## src/hdl/binary_insertion_sorter_top_macros.svh

```systemverilog
// Assertion macros shared by the binary insertion sorter RTL.
// No dependencies; include by bare file name inside a module body.
`ifndef BINARY_INSERTION_SORTER_TOP_MACROS_SVH
`define BINARY_INSERTION_SORTER_TOP_MACROS_SVH

// Same-cycle implication, disabled while reset is asserted.
`define BIS_ASSERT_NOW(lbl, clk, rstn, ante, cons, msg) \
    lbl: assert property (@(posedge clk) disable iff (!(rstn)) (ante) |-> (cons)) \
        else $error(msg);

// Next-cycle implication, disabled while reset is asserted.
`define BIS_ASSERT_NEXT(lbl, clk, rstn, ante, cons, msg) \
    lbl: assert property (@(posedge clk) disable iff (!(rstn)) (ante) |=> (cons)) \
        else $error(msg);

`endif

```

## src/hdl/bis_pkg.sv

```systemverilog
// Package for the binary insertion sorter: field widths, defaults and types.
// No dependencies.
package bis_pkg;

    localparam int KEY_W        = 32;
    localparam int PAY_W        = 16;
    localparam int CAPACITY_DEF = 32;

    typedef enum logic [0:0] {
        ST_LOAD,
        ST_DRAIN
    } t_state;

    // Per-cycle command broadcast to every cell of the row.
    typedef struct packed {
        logic insert;
        logic drain;
    } t_cell_ctrl;

endpackage

```

## src/hdl/bis_cell.sv

```systemverilog
// One cell of the sorting row: holds one key/payload pair.
// Depends on bis_pkg.
module bis_cell (
    input  logic                               i_clk,
    input  bis_pkg::t_cell_ctrl                i_ctrl,
    input  logic                               i_occupied,
    input  logic signed [bis_pkg::KEY_W-1:0]   i_new_key,
    input  logic        [bis_pkg::PAY_W-1:0]   i_new_payload,
    input  logic                               i_take_prev,
    input  logic signed [bis_pkg::KEY_W-1:0]   i_prev_key,
    input  logic        [bis_pkg::PAY_W-1:0]   i_prev_payload,
    input  logic signed [bis_pkg::KEY_W-1:0]   i_next_key,
    input  logic        [bis_pkg::PAY_W-1:0]   i_next_payload,
    output logic                               o_take,
    output logic signed [bis_pkg::KEY_W-1:0]   o_key,
    output logic        [bis_pkg::PAY_W-1:0]   o_payload
);
    import bis_pkg::*;

    logic signed [KEY_W-1:0] r_key;
    logic        [PAY_W-1:0] r_payload;
    logic signed [KEY_W-1:0] n_key;
    logic        [PAY_W-1:0] n_payload;

    // Strictly greater keeps equal keys in arrival order.
    assign o_take = !i_occupied || (r_key > i_new_key);

    always_comb begin
        n_key     = r_key;
        n_payload = r_payload;
        if (i_ctrl.drain) begin
            n_key     = i_next_key;
            n_payload = i_next_payload;
        end else if (i_ctrl.insert && o_take) begin
            if (i_take_prev) begin
                n_key     = i_prev_key;
                n_payload = i_prev_payload;
            end else begin
                n_key     = i_new_key;
                n_payload = i_new_payload;
            end
        end
    end

    always_ff @(posedge i_clk) begin
        r_key     <= n_key;
        r_payload <= n_payload;
    end

    assign o_key     = r_key;
    assign o_payload = r_payload;

endmodule

```

## src/hdl/binary_insertion_sorter_top.sv

```systemverilog
// Binary insertion sorter: a row of CAPACITY compare-and-shift cells.
// Loading: one element per cycle, busy stays low; an element that fits lands in its slot.
// On the final element the sorted set streams out in the next cycle, one result per cycle,
// N results for N stored elements; busy is high while they stream. The receiver cannot stall.
// Reset (synchronous, active low) empties the set and clears the drop flag; cell contents
// are left undefined and are never read before written.
module binary_insertion_sorter_top #(
    parameter int CAPACITY = bis_pkg::CAPACITY_DEF
) (
    input  logic                               i_clk,
    input  logic                               i_rst_n,
    input  logic                               start,
    output logic                               busy,
    input  logic signed [bis_pkg::KEY_W-1:0]   i_sort_key,
    input  logic        [bis_pkg::PAY_W-1:0]   i_payload,
    input  logic                               i_final_element,
    output logic                               o_valid,
    output logic signed [bis_pkg::KEY_W-1:0]   o_out_key,
    output logic        [bis_pkg::PAY_W-1:0]   o_out_payload,
    output logic                               o_end_of_run,
    output logic                               o_overflowed
);
    import bis_pkg::*;
    `include "binary_insertion_sorter_top_macros.svh"

    localparam int COUNT_W = $clog2(CAPACITY + 1);

    t_state               r_state;
    t_state               n_state;
    logic [COUNT_W-1:0]   r_count;
    logic [COUNT_W-1:0]   n_count;
    logic                 r_drop;
    logic                 n_drop;
    logic                 accept;
    logic                 full;
    t_cell_ctrl           ctrl;

    logic                    c_take    [CAPACITY];
    logic signed [KEY_W-1:0] c_key     [CAPACITY];
    logic        [PAY_W-1:0] c_payload [CAPACITY];

    assign accept = start && !busy;
    assign full   = (r_count == COUNT_W'(CAPACITY));

    always_ff @(posedge i_clk) begin
        if (!i_rst_n) begin
            r_state <= ST_LOAD;
            r_count <= '0;
            r_drop  <= 1'b0;
        end else begin
            r_state <= n_state;
            r_count <= n_count;
            r_drop  <= n_drop;
        end
    end

    always_comb begin
        n_state     = r_state;
        n_count     = r_count;
        n_drop      = r_drop;
        ctrl.insert = 1'b0;
        ctrl.drain  = 1'b0;
        case (r_state)
            ST_LOAD: begin
                if (accept) begin
                    if (full) begin
                        n_drop = 1'b1;
                    end else begin
                        ctrl.insert = 1'b1;
                        n_count     = r_count + 1'b1;
                    end
                    if (i_final_element) begin
                        n_state = ST_DRAIN;
                    end
                end
            end
            ST_DRAIN: begin
                // Advance the row toward cell 0, one result per cycle.
                ctrl.drain = 1'b1;
                n_count    = r_count - 1'b1;
                if (r_count == COUNT_W'(1)) begin
                    n_state = ST_LOAD;
                    n_drop  = 1'b0;
                end
            end
            default: begin
                n_state = ST_LOAD;
            end
        endcase
    end

    for (genvar g = 0; g < CAPACITY; g++) begin : g_cell
        logic                    take_prev;
        logic signed [KEY_W-1:0] prev_key;
        logic        [PAY_W-1:0] prev_payload;
        logic signed [KEY_W-1:0] next_key;
        logic        [PAY_W-1:0] next_payload;

        if (g == 0) begin : g_head
            assign take_prev    = 1'b0;
            assign prev_key     = i_sort_key;
            assign prev_payload = i_payload;
        end else begin : g_body
            assign take_prev    = c_take[g-1];
            assign prev_key     = c_key[g-1];
            assign prev_payload = c_payload[g-1];
        end

        if (g == CAPACITY - 1) begin : g_tail
            assign next_key     = c_key[g];
            assign next_payload = c_payload[g];
        end else begin : g_inner
            assign next_key     = c_key[g+1];
            assign next_payload = c_payload[g+1];
        end

        bis_cell u_cell (
            .i_clk          (i_clk),
            .i_ctrl         (ctrl),
            .i_occupied     (COUNT_W'(g) < r_count),
            .i_new_key      (i_sort_key),
            .i_new_payload  (i_payload),
            .i_take_prev    (take_prev),
            .i_prev_key     (prev_key),
            .i_prev_payload (prev_payload),
            .i_next_key     (next_key),
            .i_next_payload (next_payload),
            .o_take         (c_take[g]),
            .o_key          (c_key[g]),
            .o_payload      (c_payload[g])
        );
    end

    assign busy          = (r_state == ST_DRAIN);
    assign o_valid       = (r_state == ST_DRAIN);
    assign o_out_key     = c_key[0];
    assign o_out_payload = c_payload[0];
    assign o_end_of_run  = (r_state == ST_DRAIN) && (r_count == COUNT_W'(1));
    assign o_overflowed  = r_drop;

    `BIS_ASSERT_NOW(a_count_bound, i_clk, i_rst_n, 1'b1,
        r_count <= COUNT_W'(CAPACITY), "element count exceeds capacity")
    `BIS_ASSERT_NOW(a_drain_nonempty, i_clk, i_rst_n, r_state == ST_DRAIN,
        r_count != '0, "drain with empty set")
    `BIS_ASSERT_NEXT(a_final_emits, i_clk, i_rst_n, accept && i_final_element,
        o_valid, "final element did not start output")
    `BIS_ASSERT_NEXT(a_run_ends, i_clk, i_rst_n, o_valid && o_end_of_run,
        !busy && !o_overflowed && r_count == '0, "run did not return to empty")

endmodule

```

## config.mk

```make
export PLATFORM = sky130hd
export DESIGN_NAME = binary_insertion_sorter_top
export DESIGN_NICKNAME = d
export VERILOG_FILES = /design/src/hdl/bis_pkg.sv /design/src/hdl/bis_cell.sv /design/src/hdl/binary_insertion_sorter_top.sv
export VERILOG_INCLUDE_DIRS = /design/src /design/src/hdl
export SDC_FILE = /design/constraint.sdc
export NUM_CORES = 2
export LEC_CHECK = 0
export BUFFER_PORTS_ARGS = -buffer_cell sky130_fd_sc_hd__buf_4
export CORE_UTILIZATION = 65
export DETAILED_ROUTE_END_ITERATION = 8
export GPL_TIMING_DRIVEN = 0
export PLACE_DENSITY = 0.79
export SYNTH_ARGS = -nofsm -noshare
export SYNTH_HDL_FRONTEND = slang
export SYNTH_SLANG_ARGS = --single-unit
```

## constraint.sdc

```tcl
create_clock -name i_clk -period 7.96 [get_ports i_clk]
set_clock_uncertainty 0.15 [all_clocks]
set_input_delay 1.194 -clock i_clk [delete_from_list [all_inputs] [get_ports i_clk]]
set_output_delay 1.194 -clock i_clk [all_outputs]
set_load 0.05 [all_outputs]
```

Word level (Yosys, flattened, before mapping) --
Index checks and enable logic that the tools add are counted.
Word-level totals: word-level logic and storage cells 475, register bits 1544
Operators by class: reduce and logical (&&, ||, !) cells 133, add/subtract/negate cells 2, multiplexer cells 201, bitwise logic cells 2, equal/unequal tests 6, $lt $le $gt $ge 64
Operator list (number):
- 32-bit 2-to-1 mux | 93
- 16-bit 2-to-1 mux | 93
- 32-bit > comparator | 32
- 5-bit by 6-bit less-than comparator with 1-bit output (first input constant) | 16
- 2-bit nonzero test | 31
- 4-bit by 6-bit less-than comparator with 1-bit output (first input constant) | 8
- 1-bit logical AND | 34
- 1-bit logical NOT | 33
- 1-bit logical OR | 32
- 3-bit by 6-bit less-than comparator with 1-bit output (first input constant) | 4
- 1-bit by 6-bit less-than comparator with 1-bit output (first input constant) | 2
- 2-bit by 6-bit less-than comparator with 1-bit output (first input constant) | 2
- 6-bit 2-to-1 mux | 2
- 6-bit case mux with 2 select lines | 1
- 1-bit 2-to-1 mux | 10
- 6-bit by 1-bit adder with 6-bit output (second input constant) | 1
- 6-bit by 1-bit equality test with 1-bit output (second input constant) | 1
- 6-bit equality test (second input constant) | 1
- 2-bit != test (second input constant) | 3
- 6-bit by 1-bit subtractor with 6-bit output (second input constant) | 1
- 1-bit case mux with 2 select lines | 2
- 2-bit AND reduction | 2
- 3-bit AND reduction | 1
- 2-bit by 1-bit != test with 1-bit output (second input constant) | 1
- 1-bit NOT | 2

Longest topological paths before layout --
word-level depth 7, depth in mapped cells 14

Modules after synthesis --
From an unflattened synthesis, not the netlist that was laid out.
Unflattened totals: cell total of the unflattened synthesis 10677, area, all modules 105994.2 um2
By module, submodules not included:
- bis_cell | cells each 330, times used 32, area each 3286.9 um2
- binary_insertion_sorter_top | cells each 117, times used 1, area each 813.3 um2

Worst setup path before layout --
Ideal clock, no wire load.
kind input -> register, from input port i_sort_key[31] (netlist name), to register g_cell[31].u_cell.r_key[0], enable pin, arrival time 5.668 ns, cell stages on the path 11, buffers on the path 1, path slack 1.688 ns, data required time 7.356 ns, cells stage by stage clkbuf_1 -> inv_1 -> ha_1 -> nand3_1 -> or4_1 -> nor3_1 -> nand2_1 -> a21oi_1 -> nor3_1 -> mux2i_1 -> nor2_1
On the way: word-level cells in the longest chain between the ends 4
Ends and longest elaborated chain:
- start, declared | RTL line binary_insertion_sorter_top.sv:14 | input logic signed [bis_pkg::KEY_W-1:0] i_sort_key,
- 32-bit > comparator | RTL line bis_cell.sv:26 | assign o_take = !i_occupied || (r_key > i_new_key);
- 1-bit logical OR | RTL line bis_cell.sv:26
- 1-bit logical AND | RTL line bis_cell.sv:34 | end else if (i_ctrl.insert && o_take) begin
- 2-bit AND reduction (no source line)
- end signal, assigned | RTL line bis_cell.sv:46 | r_key <= n_key;
- end, declared | RTL line bis_cell.sv:20 | logic signed [KEY_W-1:0] r_key;
Every way passes these cells. A chain may end at the register's enable or synchronous reset.

Worst setup path in the final report --
from input port i_sort_key[31] (netlist name), to register g_cell[21].u_cell.r_payload[7] (data pin)
On the way: word-level cells in the longest chain between the ends 5
Ends and longest elaborated chain:
- 32-bit > comparator | RTL line bis_cell.sv:26
- 1-bit logical OR | RTL line bis_cell.sv:26
- 16-bit 2-to-1 mux | RTL line bis_cell.sv:35 | if (i_take_prev) begin
- 16-bit 2-to-1 mux | RTL line bis_cell.sv:34
- 16-bit 2-to-1 mux | RTL line bis_cell.sv:31 | if (i_ctrl.drain) begin
- net g_cell[21].u_cell.n_payload[7] | RTL line bis_cell.sv:23 | logic [PAY_W-1:0] n_payload;
- end signal, assigned | RTL line bis_cell.sv:47 | r_payload <= n_payload;
- end, declared | RTL line bis_cell.sv:21 | logic [PAY_W-1:0] r_payload;
The timed path passes the listed nets, and every way through them passes these cells. The select of a mux whose other input is x is not followed.

==> summary.md <==
| Metric | Value |
|---|---|
| Netlist cell types | 56 |
| Share of cells above drive strength 1 | 0.0593 |
| Crit-path max FO | 20 |
| Syn_area_per_cell | 10.5 um2 |
| Vias | 88422 |
| Worst r2r src | busy |
| Crit path required time | 8.34 ns |
| Yosys reg bits | 1544 |
| Final TNS setup | 0 ns |
| Buffers on Ports | 103 |
| Final worst path period need | 7.50 ns |
| Wire length per cell | 33.6 um |
| Post-CTS setup buffer count | 0 |
| Final Max Tran Viols | 59 |
| # IOs | 104 |
| DIE HEIGHT | 395 um |
| Post-synth top cells | nand2_1 (1634), edfxtp_1 (1536), o21ai_0 (1474), mux2i_1 (1393), ha_1 (1027) |
| Max H-tree Level | 4 |
| Hold_buf cts | 0 |
| Clk_lat worst skew | 0.85 ns |
| PD cells | 310 nW/um2 |
| Failing checks | max-capacitance violations, max-slew violations |
| CTS sink count | 1544 |
| Endpoints failing setup | 0 |
| Worst-path clk slew | 0.06 ns |
| Synth warnings | 0 |
| CTS tree | yes |
| Global-route wire length before repair | 575000 um |
| Hold Crit Class | reg2reg |
| Final hold vios | 0 |
| Slew headroom | -0.0886 |
| Post-Syn Nets | 10654 |
| Top cell type's share of synthesized area | 0.459 |
| Tot GR Track Use | 0.509 |
| Routability cong. | 1.02 |
| Largest net degree at the start of global routing | 49 |
| Clock buffer count from CTS | 174 |
| Met1 WL | 138000 um |
| Final Net Count | 10994 |
| Die ar. | 156000 um2 |
| Synth-to-Final Area Change | 10.2% |
| Most used DFF post-synth | edfxtp_1 |
| Least-Margin Pin Slew | 1.63 ns |
| Max Cap Viol | 6 |
| Clk buf depth | 3 |
| Met2 WL post-DR | 171000 um |
| Most numerous cell in the Yosys netlist | nand2_1 |
| Final period util | 0.942 |
| DR vias/cell | 7.29 |
| DRT Wirelength | 407000 um |
| Crit path capture type | register |
| Starting Density | 0.658 |
| Post-synth top area cell | edfxtp_1 |
| R2R setup slack | 1.05 ns |
| Initial antenna violation count | 38 |
| Clock root cell | clkbuf_16 |
| Post_cts resized | 0 |
| R2r worst-path depth | 7 |
| Vias in the first global route | 85925 |
| FP Rows | 143 |
| Classification of the worst setup path | in2reg |
| Maximum VDD drop | 0.000242 V |
| Metal3 WL | 59600 um |
| Die X | 395 um |
| Drt first pass iters | 9 |
| Worst setup startpoint | i_sort_key[31] |
| Area of the core | 153000 um2 |
| Critical path arrival | 7.88 ns |
| DR DRC count | 0 |
| Status | complete, but fails checks |
| Setup crit start kind | input pin |
| DRT iter0 DRCs | 13339 |
| Cell count after synthesis | 9575 |
| Post-DP HPWL | 310000 um |
| Final worst slack | 0.461 ns |
| Sequential area share after synthesis | 0.461 |
| Critical path endpoint | g_cell[21].u_cell.o_payload[7] |
| Post-synth ARST share | 0 |
| DR top layer | met5 |
| Hold_ws | 0.378 ns |
| DRT antenna net count | 0 |
| Peak Freq | 0.133 GHz |
| Post-synth design cell area | 100000 um2 |
| EDFF count, synth | 1536 |
| Synth top area cells | edfxtp_1 (46%), mux2i_1 (14%), ha_1 (13%), o21ai_0 (7.3%), nand2_1 (6.1%) |
| Reg-to-reg endpoint | g_cell[6].u_cell.o_key[25] |
| Pleak | 49.2 nW |
| RSZ-0062 raised after global routing | no |
| Pre-CTS setup slack | 0.208 ns |
| GRT overflow | 0 |
-- where the power goes --
group	leakage, nW	total [mW]	internal (mW)	switching (mW)
logic	31.0	11.2	4.14	7.05
registers	15.5	15.0	12.5	2.58
clock network	2.66	8.13	4.48	3.65
-- cells by family after synthesis --
| family | synth area share |
|---|---|
| and+or+nand+nor | 0.105 |
| AOI/OAI and AO/OA | 0.132 |
| DFF | 0.461 |
| muxes | 0.144 |
| adders and majority gates | 0.128 |
| buffers and inverters | 0.0295 |
| xor gates and xnor gates | 0.000349 |
-- worst max-delay path, cell delays in order --
cell	delay [ns]
buf_4	0.12
clkbuf_1	1.07
inv_2	0.68
buf_12	0.37
ha_1	0.37
nand4_1	0.18
nor4_1	0.85
o311a_1	0.35
o21ai_0	0.16
o211ai_1	0.30
buf_2	0.46
buf_2	0.48
mux2i_1	0.95
o21ai_0	0.24
-- worst min path at each step --
stage / start / end / slack (ns) / depth (start not counted)
after global routing: g_cell[31].u_cell.o_payload[9] / g_cell[30].u_cell.o_payload[9] / 0.40 / 2
after floorplan: g_cell[31].u_cell.o_payload[14] / g_cell[30].u_cell.o_payload[14] / 0.35 / 2
after detailed placement: g_cell[31].u_cell.o_payload[6] / g_cell[30].u_cell.o_payload[6] / 0.37 / 2
final: g_cell[31].u_cell.o_payload[9] / g_cell[30].u_cell.o_payload[9] / 0.38 / 2
after global placement: g_cell[31].u_cell.o_payload[9] / g_cell[30].u_cell.o_payload[9] / 0.36 / 2
after CTS: g_cell[31].u_cell.o_payload[9] / g_cell[30].u_cell.o_payload[9] / 0.38 / 2
-- registers in the layout (all words and copies together) (netlist names) --
register                 count
r_count                      6
g_cell.u_cell.o_payload    512
busy                         1
o_overflowed                 1
g_cell.u_cell.o_key       1024
-- layer usage --
layer	GRT usage	vias to the layer above
li1	-	36790
met1	0.610	42239
met2	0.738	7403
met3	0.188	1958
met4	0.398	32
met5	0.0105	-
-- cell type report --
class	count	area [um2]
timing repair buffer	164	2000
clock inverter	101	983
inverter	102	383
fill	11131	41900
multi-input combinational	7270	51300
antenna	36	90.1
clock buffer	217	4560
tap	2030	2540
sequential	1544	46300
buffer	659	2580
-- cells in the final DEF, fill, tap and decap left out, types with 28 or more instances in the layout --
cell type     n
mux2i_1    1393
nor3_1       71
inv_1        71
o21a_1       34
a21oi_1     454
mux2_2       49
a211oi_1     28
nand4_1     249
clkbuf_1    594
nor4_1       35
nor2_1      111
buf_4       107
o211ai_1     56
a21boi_0     37
nand3_1     137
nand2b_1     58
diode_2      36
a21o_1       68
nor2b_1      84
clkinv_1     38
clkbuf_16   176
ha_1       1027
inv_2        31
buf_12       59
edfxtp_1   1536
buf_2        62
buf_1        35
a221o_1      49
nand2_1    1634
o21ai_0    1474
-- metrics by stage --
step | instances | power (mW) | instance area (um2) | utilization
finish | 12123 | 34.4 | 111000 | 0.725
global route | 12089 | 35.3 | 111000 | 0.725
CTS | 12087 | 33.5 | 111000 | 0.725
detailed placement | 11769 | 25.5 | 105000 | 0.688
global placement | 11708 | 24.9 | 104000 | 0.680
floorplan | 9575 | 21.0 | 100000 | -
(Power assumes the default switching activity.)
